### config.mk
export PLATFORM = sky130hd
export DESIGN_NAME = tlb_lru_page_translation
export DESIGN_NICKNAME = d
export VERILOG_FILES = /design/src/design/tlb_lru_pkg.sv /design/src/design/tlb_lru_page_translation.sv /design/src/design/tlb_lru_ram.sv /design/src/design/tlb_lru_ptab.sv /design/src/design/tlb_lru_cam.sv
export VERILOG_INCLUDE_DIRS = /design/src /design/src/design
export SDC_FILE = /design/constraint.sdc
export NUM_CORES = 2
export LEC_CHECK = 0
export BUFFER_PORTS_ARGS = -buffer_cell sky130_fd_sc_hd__buf_2
export CORE_MARGIN = 3
export CORE_UTILIZATION = 60
export CTS_BUF_LIST = sky130_fd_sc_hd__clkbuf_8 sky130_fd_sc_hd__clkbuf_16
export DETAILED_ROUTE_END_ITERATION = 6
export GPL_ROUTABILITY_DRIVEN = 0
export GPL_TIMING_DRIVEN = 0
export PLACE_DENSITY_LB_ADDON = 0.15
export SYNTH_ARGS = -nofsm -noshare
export SYNTH_HDL_FRONTEND = slang
export SYNTH_SLANG_ARGS = --single-unit
### constraint.sdc
create_clock -name clk_i -period 7.5 [get_ports clk_i]
set_clock_uncertainty 0.2 [all_clocks]
set_input_delay 0.375 -clock clk_i [delete_from_list [all_inputs] [get_ports clk_i]]
set_output_delay 0.375 -clock clk_i [all_outputs]
set_load 0.005 [all_outputs]
### src/design/tlb_lru_page_translation_macros.svh
`ifndef TLB_LRU_PAGE_TRANSLATION_MACROS_SVH
`define TLB_LRU_PAGE_TRANSLATION_MACROS_SVH

// same-cycle implication, held off during reset
`define TLB_LRU_ASSERT_IMP(name, ante, cons, msg) \
  name: assert property (@(posedge clk_i) disable iff (!rst_ni) (ante) |-> (cons)) \
    else $error(msg);

// next-cycle implication, held off during reset
`define TLB_LRU_ASSERT_NEXT(name, ante, cons, msg) \
  name: assert property (@(posedge clk_i) disable iff (!rst_ni) (ante) |=> (cons)) \
    else $error(msg);

`endif

### src/design/tlb_lru_pkg.sv
package tlb_lru_pkg;

  localparam int unsigned ADDR_W          = 16;
  localparam int unsigned PAGE_W          = 8;
  localparam int unsigned OFFSET_W        = 8;
  localparam int unsigned FRAME_W         = 8;
  localparam int unsigned CNT_W           = 32;
  localparam int unsigned PAGE_COUNT      = 256;
  localparam int unsigned FREE_W          = 9;
  localparam int unsigned TLB_ENTRIES_DEF = 16;

  typedef logic [PAGE_W-1:0]  page_t;
  typedef logic [FRAME_W-1:0] frame_t;
  typedef logic [CNT_W-1:0]   cnt_t;

  typedef struct packed {
    logic   valid;
    frame_t frame;
  } ptab_rsp_t;

  typedef struct packed {
    logic   hit;
    logic   full;
    frame_t frame;
  } cam_rsp_t;

  typedef enum logic [2:0] {
    ST_IDLE,
    ST_LOOKUP,
    ST_SCAN,
    ST_INSTALL,
    ST_FINISH
  } state_e;

  function automatic cnt_t sat_inc(cnt_t v);
    return (v == '1) ? v : v + CNT_W'(1);
  endfunction

endpackage

### src/design/tlb_lru_page_translation.sv
// On a TLB hit or a miss with a free slot, a result passes ST_LOOKUP and ST_FINISH into the
// output register behind out_valid_o; on a miss with a full TLB, ST_SCAN (LRU scan, one
// stamp per cycle) and ST_INSTALL lie between. One address in flight: the next one is taken
// only back in ST_IDLE, later while the output beat is held off by out_ready_i.
// Reset clears TLB and page-table present bits, counts and the free-frame
// pointer at once; no clearing pass.
module tlb_lru_page_translation import tlb_lru_pkg::*; #(
  parameter int unsigned TLB_ENTRIES = TLB_ENTRIES_DEF
) (
  input  logic              clk_i,
  input  logic              rst_ni,
  input  logic              in_valid_i,
  output logic              in_ready_o,
  input  logic [ADDR_W-1:0] logical_address_i,
  output logic              out_valid_o,
  input  logic              out_ready_i,
  output logic [ADDR_W-1:0] physical_address_o,
  output logic              tlb_hit_o,
  output logic              page_fault_o,
  output logic [CNT_W-1:0]  reference_total_o,
  output logic [CNT_W-1:0]  hit_total_o,
  output logic [CNT_W-1:0]  fault_total_o
);

`include "tlb_lru_page_translation_macros.svh"

  localparam int unsigned IW = $clog2(TLB_ENTRIES);
  localparam logic [IW-1:0] LAST_IDX = IW'(TLB_ENTRIES - 1);

  state_e state_q, state_d;

  logic [ADDR_W-1:0] addr_q;
  cnt_t              ref_cnt_q, hit_cnt_q, fault_cnt_q;
  logic [FREE_W-1:0] free_next_q;
  frame_t            frame_q;
  logic              hit_q, fault_q;
  logic [IW-1:0]     slot_q, scan_idx_q;
  cnt_t              best_q;

  logic              out_valid_q;
  logic [ADDR_W-1:0] out_addr_q;
  logic              out_hit_q, out_fault_q;
  cnt_t              out_ref_q, out_hits_q, out_faults_q;

  logic      in_accept, out_load;
  page_t     page_q;
  ptab_rsp_t ptab_rsp;
  logic      ptab_we;
  cam_rsp_t  cam_rsp;
  logic [IW-1:0] cam_hit_idx, cam_free_idx;
  logic      cam_we;
  logic [IW-1:0] cam_widx;
  frame_t    cam_wframe;
  logic      stamp_we, stamp_re;
  logic [IW-1:0] stamp_waddr, stamp_raddr;
  cnt_t      stamp_rdata;
  frame_t    lk_frame;
  logic      lk_fault;

  assign page_q    = addr_q[ADDR_W-1 -: PAGE_W];
  assign in_accept = in_valid_i && in_ready_o;
  assign lk_fault  = !cam_rsp.hit && !ptab_rsp.valid;
  assign lk_frame  = cam_rsp.hit    ? cam_rsp.frame  :
                     ptab_rsp.valid ? ptab_rsp.frame : free_next_q[FRAME_W-1:0];

  tlb_lru_ptab u_ptab (
    .clk_i      (clk_i),
    .rst_ni     (rst_ni),
    .rd_en_i    (in_accept),
    .rd_page_i  (logical_address_i[ADDR_W-1 -: PAGE_W]),
    .wr_en_i    (ptab_we),
    .wr_page_i  (page_q),
    .wr_frame_i (free_next_q[FRAME_W-1:0]),
    .rsp_o      (ptab_rsp)
  );

  tlb_lru_cam #(
    .ENTRIES (TLB_ENTRIES)
  ) u_cam (
    .clk_i      (clk_i),
    .rst_ni     (rst_ni),
    .page_i     (page_q),
    .we_i       (cam_we),
    .widx_i     (cam_widx),
    .wpage_i    (page_q),
    .wframe_i   (cam_wframe),
    .rsp_o      (cam_rsp),
    .hit_idx_o  (cam_hit_idx),
    .free_idx_o (cam_free_idx)
  );

  tlb_lru_ram #(
    .WIDTH (CNT_W),
    .DEPTH (TLB_ENTRIES)
  ) u_stamp_ram (
    .clk_i     (clk_i),
    .wr_en_i   (stamp_we),
    .wr_addr_i (stamp_waddr),
    .wr_data_i (ref_cnt_q),
    .rd_en_i   (stamp_re),
    .rd_addr_i (stamp_raddr),
    .rd_data_o (stamp_rdata)
  );

  // next state
  always_comb begin
    state_d = state_q;
    unique case (state_q)
      ST_IDLE: begin
        if (in_valid_i) state_d = ST_LOOKUP;
      end
      ST_LOOKUP: begin
        state_d = (!cam_rsp.hit && cam_rsp.full) ? ST_SCAN : ST_FINISH;
      end
      ST_SCAN: begin
        if (scan_idx_q == LAST_IDX) state_d = ST_INSTALL;
      end
      ST_INSTALL: begin
        state_d = ST_FINISH;
      end
      ST_FINISH: begin
        if (!out_valid_q || out_ready_i) state_d = ST_IDLE;
      end
      default: state_d = ST_IDLE;
    endcase
  end

  // control outputs
  always_comb begin
    in_ready_o  = 1'b0;
    ptab_we     = 1'b0;
    cam_we      = 1'b0;
    cam_widx    = cam_free_idx;
    cam_wframe  = lk_frame;
    stamp_we    = 1'b0;
    stamp_waddr = cam_free_idx;
    stamp_re    = 1'b0;
    stamp_raddr = '0;
    out_load    = 1'b0;
    unique case (state_q)
      ST_IDLE: begin
        in_ready_o = 1'b1;
      end
      ST_LOOKUP: begin
        if (cam_rsp.hit) begin
          stamp_we    = 1'b1;
          stamp_waddr = cam_hit_idx;
        end else begin
          ptab_we = lk_fault;
          if (!cam_rsp.full) begin
            cam_we   = 1'b1;
            stamp_we = 1'b1;
          end else begin
            stamp_re = 1'b1;
          end
        end
      end
      ST_SCAN: begin
        stamp_re    = (scan_idx_q != LAST_IDX);
        stamp_raddr = scan_idx_q + IW'(1);
      end
      ST_INSTALL: begin
        cam_we      = 1'b1;
        cam_widx    = slot_q;
        cam_wframe  = frame_q;
        stamp_we    = 1'b1;
        stamp_waddr = slot_q;
      end
      ST_FINISH: begin
        out_load = !out_valid_q || out_ready_i;
      end
      default: ;
    endcase
  end

  always_ff @(posedge clk_i or negedge rst_ni) begin
    if (!rst_ni) begin
      state_q     <= ST_IDLE;
      ref_cnt_q   <= '0;
      hit_cnt_q   <= '0;
      fault_cnt_q <= '0;
      free_next_q <= '0;
      out_valid_q <= 1'b0;
    end else begin
      state_q <= state_d;
      if (in_accept) begin
        ref_cnt_q <= sat_inc(ref_cnt_q);
      end
      if (state_q == ST_LOOKUP) begin
        if (cam_rsp.hit) begin
          hit_cnt_q <= sat_inc(hit_cnt_q);
        end else if (lk_fault) begin
          fault_cnt_q <= sat_inc(fault_cnt_q);
          if (free_next_q < FREE_W'(PAGE_COUNT)) begin
            free_next_q <= free_next_q + FREE_W'(1);
          end
        end
      end
      if (out_load) begin
        out_valid_q <= 1'b1;
      end else if (out_ready_i) begin
        out_valid_q <= 1'b0;
      end
    end
  end

  always_ff @(posedge clk_i) begin
    if (in_accept) begin
      addr_q <= logical_address_i;
    end
    if (state_q == ST_LOOKUP) begin
      frame_q    <= lk_frame;
      hit_q      <= cam_rsp.hit;
      fault_q    <= lk_fault;
      scan_idx_q <= '0;
    end
    // stamp for scan_idx_q lands this cycle; strict less keeps lowest slot on ties
    if (state_q == ST_SCAN) begin
      if ((scan_idx_q == '0) || (stamp_rdata < best_q)) begin
        best_q <= stamp_rdata;
        slot_q <= scan_idx_q;
      end
      scan_idx_q <= scan_idx_q + IW'(1);
    end
    if (out_load) begin
      out_addr_q   <= {frame_q, addr_q[OFFSET_W-1:0]};
      out_hit_q    <= hit_q;
      out_fault_q  <= fault_q;
      out_ref_q    <= ref_cnt_q;
      out_hits_q   <= hit_cnt_q;
      out_faults_q <= fault_cnt_q;
    end
  end

  assign out_valid_o        = out_valid_q;
  assign physical_address_o = out_addr_q;
  assign tlb_hit_o          = out_hit_q;
  assign page_fault_o       = out_fault_q;
  assign reference_total_o  = out_ref_q;
  assign hit_total_o        = out_hits_q;
  assign fault_total_o      = out_faults_q;

  `TLB_LRU_ASSERT_IMP(a_install_no_dup, cam_we, !cam_rsp.hit, "TLB install of a page already held")
  `TLB_LRU_ASSERT_IMP(a_hits_le_refs, 1'b1, hit_cnt_q <= ref_cnt_q, "hit count above reference count")
  `TLB_LRU_ASSERT_IMP(a_faults_le_refs, 1'b1, fault_cnt_q <= ref_cnt_q, "fault count above reference count")
  `TLB_LRU_ASSERT_IMP(a_hit_xor_fault, out_valid_o, !(tlb_hit_o && page_fault_o), "hit and fault in one beat")
  `TLB_LRU_ASSERT_NEXT(a_load_shows, out_load, out_valid_q, "loaded result not presented")

endmodule

### src/design/tlb_lru_ram.sv
module tlb_lru_ram import tlb_lru_pkg::*; #(
  parameter int unsigned WIDTH = CNT_W,
  parameter int unsigned DEPTH = TLB_ENTRIES_DEF
) (
  input  logic                     clk_i,
  input  logic                     wr_en_i,
  input  logic [$clog2(DEPTH)-1:0] wr_addr_i,
  input  logic [WIDTH-1:0]         wr_data_i,
  input  logic                     rd_en_i,
  input  logic [$clog2(DEPTH)-1:0] rd_addr_i,
  output logic [WIDTH-1:0]         rd_data_o
);

  logic [WIDTH-1:0] mem_q [DEPTH];
  logic [WIDTH-1:0] rd_data_q;

  always_ff @(posedge clk_i) begin
    if (wr_en_i) begin
      mem_q[wr_addr_i] <= wr_data_i;
    end
  end

  always_ff @(posedge clk_i) begin
    if (rd_en_i) begin
      rd_data_q <= mem_q[rd_addr_i];
    end
  end

  assign rd_data_o = rd_data_q;

endmodule

### src/design/tlb_lru_ptab.sv
module tlb_lru_ptab import tlb_lru_pkg::*; (
  input  logic      clk_i,
  input  logic      rst_ni,
  input  logic      rd_en_i,
  input  page_t     rd_page_i,
  input  logic      wr_en_i,
  input  page_t     wr_page_i,
  input  frame_t    wr_frame_i,
  output ptab_rsp_t rsp_o
);

  // present bits in flops, cleared at once by reset; frames only in the RAM
  logic [PAGE_COUNT-1:0] valid_q;
  logic                  valid_rd_q;
  frame_t                frame_rd;

  always_ff @(posedge clk_i or negedge rst_ni) begin
    if (!rst_ni) begin
      valid_q    <= '0;
      valid_rd_q <= 1'b0;
    end else begin
      if (wr_en_i) begin
        valid_q[wr_page_i] <= 1'b1;
      end
      if (rd_en_i) begin
        valid_rd_q <= valid_q[rd_page_i];
      end
    end
  end

  tlb_lru_ram #(
    .WIDTH (FRAME_W),
    .DEPTH (PAGE_COUNT)
  ) u_frame_ram (
    .clk_i     (clk_i),
    .wr_en_i   (wr_en_i),
    .wr_addr_i (wr_page_i),
    .wr_data_i (wr_frame_i),
    .rd_en_i   (rd_en_i),
    .rd_addr_i (rd_page_i),
    .rd_data_o (frame_rd)
  );

  assign rsp_o.valid = valid_rd_q;
  assign rsp_o.frame = frame_rd;

endmodule

### src/design/tlb_lru_cam.sv
module tlb_lru_cam import tlb_lru_pkg::*; #(
  parameter int unsigned ENTRIES = TLB_ENTRIES_DEF
) (
  input  logic                       clk_i,
  input  logic                       rst_ni,
  input  page_t                      page_i,
  input  logic                       we_i,
  input  logic [$clog2(ENTRIES)-1:0] widx_i,
  input  page_t                      wpage_i,
  input  frame_t                     wframe_i,
  output cam_rsp_t                   rsp_o,
  output logic [$clog2(ENTRIES)-1:0] hit_idx_o,
  output logic [$clog2(ENTRIES)-1:0] free_idx_o
);

  localparam int unsigned IW = $clog2(ENTRIES);

  logic [ENTRIES-1:0] valid_q;
  page_t              page_q  [ENTRIES];
  frame_t             frame_q [ENTRIES];

  always_ff @(posedge clk_i or negedge rst_ni) begin
    if (!rst_ni) begin
      valid_q <= '0;
    end else if (we_i) begin
      valid_q[widx_i] <= 1'b1;
    end
  end

  always_ff @(posedge clk_i) begin
    if (we_i) begin
      page_q[widx_i]  <= wpage_i;
      frame_q[widx_i] <= wframe_i;
    end
  end

  // walk downwards so the lowest matching / free slot wins
  always_comb begin
    rsp_o.hit   = 1'b0;
    rsp_o.frame = '0;
    hit_idx_o   = '0;
    free_idx_o  = '0;
    for (int i = ENTRIES - 1; i >= 0; i--) begin
      if (valid_q[i] && (page_q[i] == page_i)) begin
        rsp_o.hit   = 1'b1;
        rsp_o.frame = frame_q[i];
        hit_idx_o   = IW'(i);
      end
      if (!valid_q[i]) begin
        free_idx_o = IW'(i);
      end
    end
    rsp_o.full = &valid_q;
  end

endmodule

# ---- Word-level counts from Yosys, hierarchy flattened
# Memory sizes are Yosys's and may differ from the RTL's. A register that Yosys moved wholly into a read port is not among the register bits.
# Index checks and enable logic that the tools add are counted.
dict set report word_totals {
  ff_bits 562
  ram_bits 2816
  input_bits 20
  output_inout_bits 116
  wordCells 213
  n_memories 4
}
dict set report op_classes {
  add_sub_neg 5
  n_lt_le_gt_ge 7
  eq_ne 28
  mux 104
  bitwise 6
  n_reduce_logical 37
}
# name depth width read_ports rd_clocked_by_memory_dff write_ports line_no
set memory_table {}
lappend memory_table {u_ptab.u_frame_ram.mem_q 256 8 1 1 1 tlb_lru_ram.sv:14} ;# logic [WIDTH-1:0] mem_q [DEPTH];
lappend memory_table {u_stamp_ram.mem_q 16 32 1 1 1 tlb_lru_ram.sv:14}
lappend memory_table {u_cam.frame_q 16 8 16 0 1 tlb_lru_cam.sv:20} ;# frame_t frame_q [ENTRIES];
lappend memory_table {u_cam.page_q 16 8 16 0 1 tlb_lru_cam.sv:19} ;# page_t page_q [ENTRIES];
# operator count
set op_table {}
lappend op_table {{$or A256 B256 Y256} 1}
lappend op_table {{$mux W8} 19}
lappend op_table {{$mux W4} 37}
lappend op_table {{$eq A8 B8 Y1} 16}
lappend op_table {{$add A32 B1 Y32 const B} 3}
lappend op_table {{$eq A32 B32 Y1 const B} 3}
lappend op_table {{$mux W1} 36}
lappend op_table {{$lt A32 B32 Y1} 1}
lappend op_table {{$logic_and A1 B1 Y1} 21}
lappend op_table {{$lt A8 B9 Y1 const B} 2}
lappend op_table {{$or A16 B16 Y16} 1}
lappend op_table {{$reduce_and A16 Y1} 1}
lappend op_table {{$pmux W3 S5} 1}
lappend op_table {{$mux W3} 4}
lappend op_table {{$add A9 B1 Y9 const B} 1}
lappend op_table {{$lt A9 B9 Y1 const B} 1}
lappend op_table {{$bmux W1 S8} 1}
lappend op_table {{$demux W1 S8} 1}
lappend op_table {{$ge A8 B1 Y1 const B} 1}
lappend op_table {{$pmux W4 S2} 1}
lappend op_table {{$reduce_and A4 Y1} 2}
lappend op_table {{$eq A3 B2 Y1 const B} 2}
lappend op_table {{$ne A2 B2 Y1 const B} 3}
lappend op_table {{$pmux W1 S2} 3}
lappend op_table {{other kinds (16)} 25}

# ---- Logic depth before layout (Yosys ltp)
dict set report depth {
  ltp_word 24
  depth_mapped 13
}

# ---- Cells and area by module
# Synthesis repeated with hierarchy kept, for this count alone.
dict set report unflattened {
  hier_cells 7097
  hier_area_um2 134630.4
}
# mod instances cells_each area_per_inst_um2 seq_area_each_um2
set by_module_without_submodules {}
lappend by_module_without_submodules {{tlb_lru_ram (u_ptab.u_frame_ram)} 1 3733 79636.4 61739.2}
lappend by_module_without_submodules {{tlb_lru_ram (u_stamp_ram)} 1 838 20174.3 16335.7}
lappend by_module_without_submodules {tlb_lru_page_translation 1 872 11972.7 8132.8}
lappend by_module_without_submodules {tlb_lru_cam 1 809 11681.2 8087.8}
lappend by_module_without_submodules {tlb_lru_ptab 1 845 11165.7 6431.2}

# ---- Worst setup path after synthesis
# No wires, ideal clock.
dict set report synth_path {
  path_kind {register -> register}
  from {reg addr_q[10]}
  to {mem u_stamp_ram.mem_q[14][0] (netlist name), enable pin}
  arrival_ns 5.242
  required_time_ns 6.832
  setup_slack_ns 1.590
  stages_incl_launch_ff 14
  path_buffers 4
  path_cell_list {edfxtp_1 > buf_2 > buf_6 > xnor2_1 > nand3_1 > or3_1 > clkbuf_1 > nand2_1 > a21oi_1 > o31ai_1 > a21oi_1 > o41ai_2 > clkbuf_1 > nor3b_1}
}
dict set report synth_via {
  elab_chain_cells 22
}
# element line_no
set synth_lines {}
lappend synth_lines {{from (decl)} tlb_lru_page_translation.sv:32} ;# logic [ADDR_W-1:0] addr_q;
lappend synth_lines {{from (signal assigned)} tlb_lru_page_translation.sv:209} ;# addr_q <= logical_address_i;
lappend synth_lines {{$eq A8 B8 Y1} tlb_lru_cam.sv:44} ;# if (valid_q[i] && (page_q[i] == page_i)) begin
lappend synth_lines {{$logic_and A1 B1 Y1} tlb_lru_cam.sv:44}
lappend synth_lines {{$mux W1 (16 in a row)} tlb_lru_cam.sv:44}
lappend synth_lines {{$mux W1} tlb_lru_page_translation.sv:145} ;# if (cam_rsp.hit) begin
lappend synth_lines {{$pmux W1 S2} tlb_lru_page_translation.sv:140} ;# unique case (state_q)
lappend synth_lines {{$mux W1} tlb_lru_ram.sv:18} ;# if (wr_en_i) begin
lappend synth_lines {{$mux W1 (not written as such)} tlb_lru_ram.sv:19} ;# mem_q[wr_addr_i] <= wr_data_i;
lappend synth_lines {{to (decl)} tlb_lru_ram.sv:14}
# Several ways; a longest one is shown, not always the timed one.

# ---- Worst setup path after layout
dict set report layout_path {
  from {reg addr_q[12]}
  to {mem u_stamp_ram.mem_q[14][10] (netlist name), enable pin}
}
# The elaborated chain is that of the path after synthesis.

==> results.md <==
- Final WL: 341000 um
- Worst slew pin tran: 1.57 ns
- Comb power frac: 9.4%
- Most used DFF post-synth: edfxtp_1
- Worst hold path endpoint: addr_q[8]
- CP Cell Sequence: buf_2 -> buf_2 -> xnor2_1 -> nand3_1 -> nor3_1 -> nor2_1 -> nand3_2 -> o21ai_0 -> o41ai_2 -> clkbuf_1 -> nor3b_2 -> buf_6 -> buf_6
- IO Port Bufs: 135
- DR pass1 iterations: 6
- Synth cell types: 69
- Power share of the clock group: 38.0%
- Global-route wire length before repair: 495000 um
- DR vias: 69700
- CTS buffer count: 348
- Fmax: 148 MHz
- Most common cell after layout, fill and taps aside: edfxtp_1
- Core Region: 221000 um2
- Failing checks: capacitance limit, slew limit
- Routed len/inst: 32.2 um
- Initial antenna violation count: 16
- Post-DP Area: 140000 um2
- Post-synthesis sequential area ratio: 75.3%
- Crit Reg-Reg Endpoint: u_stamp_ram.mem_q[14][10]
- Clock Tree Buf Depth: 4
- Synth warn: 0
- P_int: 33.2 mW
- Peak VDD IR: 0.306 mV
- Synth Instances: 6765
- WHS Path Cells: 2
- Final #Nets: 7430
- Most frequent cells in the layout: edfxtp_1 (3036), mux4_2 (792), dfrtp_1 (374)
- Vias in the first global route: 69700
- Vias per cell: 6.58
- Total die area: 229000 um2
- Post-synth EDFFs: 3036
- CTS H-tree depth: 5
- Pin count of the biggest net entering global routing: 123
- Max-slew headroom: -4.50%
- TNS Setup: 0 ns
- Power per cell area: 288 nW/um2
- Fin crit share: 90.3%
- Global Route Usage Sum: 30.1%
- Fin area: 151000 um2
- Status: complete, but fails checks
- Area Overhead vs Synth: 13.0%
- Critical R2R Launch: addr_q[12]
- CP required: 7.97 ns
- Max cap viols: 2
- Layout cells sized above 1: 21.3%
- Worst Setup End Kind: register
- Setup slack, reg-to-reg: 0.73 ns
- Grt ovf: 0
- Fin Hold WS: 0.0590 ns
- CTS resizes: 0
- Worst-path maximum fanout: 17
- Post-Layout Cell Count: 10600
- Yosys reg bits: 3418
- Final Hold Violating Endpoints: 0
- CTS root buffer: clkbuf_16
- Die W: 478 um
- Post-Place Cells: 9948
- Final worst path period need: 6.77 ns
- HPWL Detailed: 227000 um
- Slew Limit Fails: 11
- Num rows: 172
- Initial core utilization: 60.6%
- CP max stage cell: nor3b_2
- DR iter-0 viols: 9099
- Post-Syn Area: 134000 um2
- # clock sinks: 3418
- Sw frac: 23.8%
- Unrepaired setup endpoints after global routing: no
- Hold Crit Class: primary input to register
- Setup-failing EPs final: 0
- DR DRC count: 0
- CP Class: register to register
- Hold Crit Start: logical_address_i[8]
- Post-detailed-route count of antenna-violating nets: 0
- Sw Pwr: 10.4 mW
- Final worst slack: 0.731 ns
- Asr flop ratio synth: 11.2%
- Pre-CTS WS: 0.831 ns
- Boundary Pins: 136
- Leakage Power: 52.9 nW
- Final Util: 68.5%
- Overall Power: 43.6 mW
- CP peak stage delay: 0.95 ns
- Worst skew pair latency: 0.97 ns
- Chip height: 478 um
- Seq pwr share: 52.7%
- Worst-path clk slew: 0.06 ns
- Crit path DAT: 7.24 ns
- Reg2Reg Depth: 13
- Mean Syn Cell Area: 19.8 um2
- Startpoint types: register
- Post-Synthesis Net Count: 6822
- CTS tree: done
==> power groups by stage <==
stage          clock (mW)  combinational [mW]  sequential (mW)
5_1_grt              17.5                4.31             23.0
3_3_place_gp            0                2.72             24.7
6_report             16.5                4.08             22.9
2_1_floorplan           0                1.65             23.8
4_1_cts              16.7                4.05             22.9
3_5_place_dp            0                4.03             23.3
==> worst max-delay path by stage <==
stage / startpoint / slack (ns) / depth (start not counted) / endpoint
after floorplan: addr_q[10] / 1.59 / 13 / u_stamp_ram.mem_q[14][0]
after global placement: addr_q[12] / -2.77 / 11 / u_stamp_ram.mem_q[14][13]
after detailed placement: addr_q[12] / 0.83 / 13 / u_stamp_ram.mem_q[14][13]
after CTS: addr_q[12] / 0.84 / 13 / u_stamp_ram.mem_q[14][7]
after global routing: addr_q[12] / 0.45 / 13 / u_stamp_ram.mem_q[15][7]
final: addr_q[12] / 0.73 / 13 / u_stamp_ram.mem_q[14][10]
==> worst max-delay path: cells and delay by family (launching register included) <==
family | cells | cell delay [ns]
flops | 1 | 0.90
xor+xnor | 1 | 0.17
buf+inv | 5 | 1.66
compound gates | 2 | 0.90
simple gates | 5 | 2.64
==> cell type report <==
cell class | instances | area [um2]
Inverter | 56 | 210
Fill cell | 13900 | 69600
Buffer | 395 | 1610
Tap cell | 2958 | 3700
Multi-Input combinational cell | 2896 | 31500
Antenna cell | 6 | 15.0
Timing Repair Buffer | 258 | 2660
Clock buffer | 377 | 9250
Clock inverter | 231 | 1560
Sequential cell | 3418 | 101000
==> flip-flops by register name, indices dropped and copies added (netlist names), 128 cells and up <==
name,count
u_stamp_ram.mem_q,512
u_cam.page_q,128
u_ptab.u_frame_ram.mem_q,2048
u_ptab.valid_q,256
u_cam.frame_q,128
==> routing by layer <==
metal	track usage, %	up-vias	share of wire (%)
met2	48.3	3709	49
met4	11.1	6	4.1
met1	41.7	36800	38
met3	5.87	646	9.2
li1	-	28600	-
met5	0	-	0.011
==> synth_stat cells, drive strengths merged (3+ instances only) <==
cell	instances	area (um2)
o21bai	270	2030
a311oi	35	307
dfrtp	382	9560
a21o	23	173
mux4	792	17800
a211o	3	26.3
a22oi	19	143
nand2b	10	62.6
clkbuf	259	972
and4	9	78.8
o21ai	46	230
mux2i	137	1370
a31o	3	26.3
nor2b	12	75.1
nand3	96	485
or3	18	113
nand2	274	1030
a31oi	44	275
a21boi	4	30.0
edfxtp	3036	91200
o22ai	8	50.1
a221o	6	60.1
buf	136	604
nor3b	13	108
nor4b	3	32.5
or4	4	30.0
nor3	49	285
a21oi	75	375
mux2	7	78.8
xor2	30	263
xnor2	200	1750
inv	55	206
nor2	356	1340
ha	37	463
and3b	4	35.0
a211oi	111	833
nand4	55	350
a221oi	3	26.3
and3	28	175
and2	68	425
o211ai	9	67.6
nor4	13	103
o31ai	7	52.6
==> repair_timing <==
action / in CTS / in global routing
setup buffers: 0 / 0
hold endpoints to repair: 162 / 0
hold buffers: 33 / 0
==> cells by family (layout without fill, tap and decap cells) <==
kind of cell,count (synthesis),in the layout,synth area share [%]
compound gates,676,676,3.58
xor+xnor,230,230,1.51
fa+ha+maj,37,37,0.346
buf+inv,451,1317,1.33
flops,3418,3418,75.3
mux,936,936,14.4
other cells,0,6,0
simple gates,1017,1017,3.56
(Power assumes the default switching activity.)
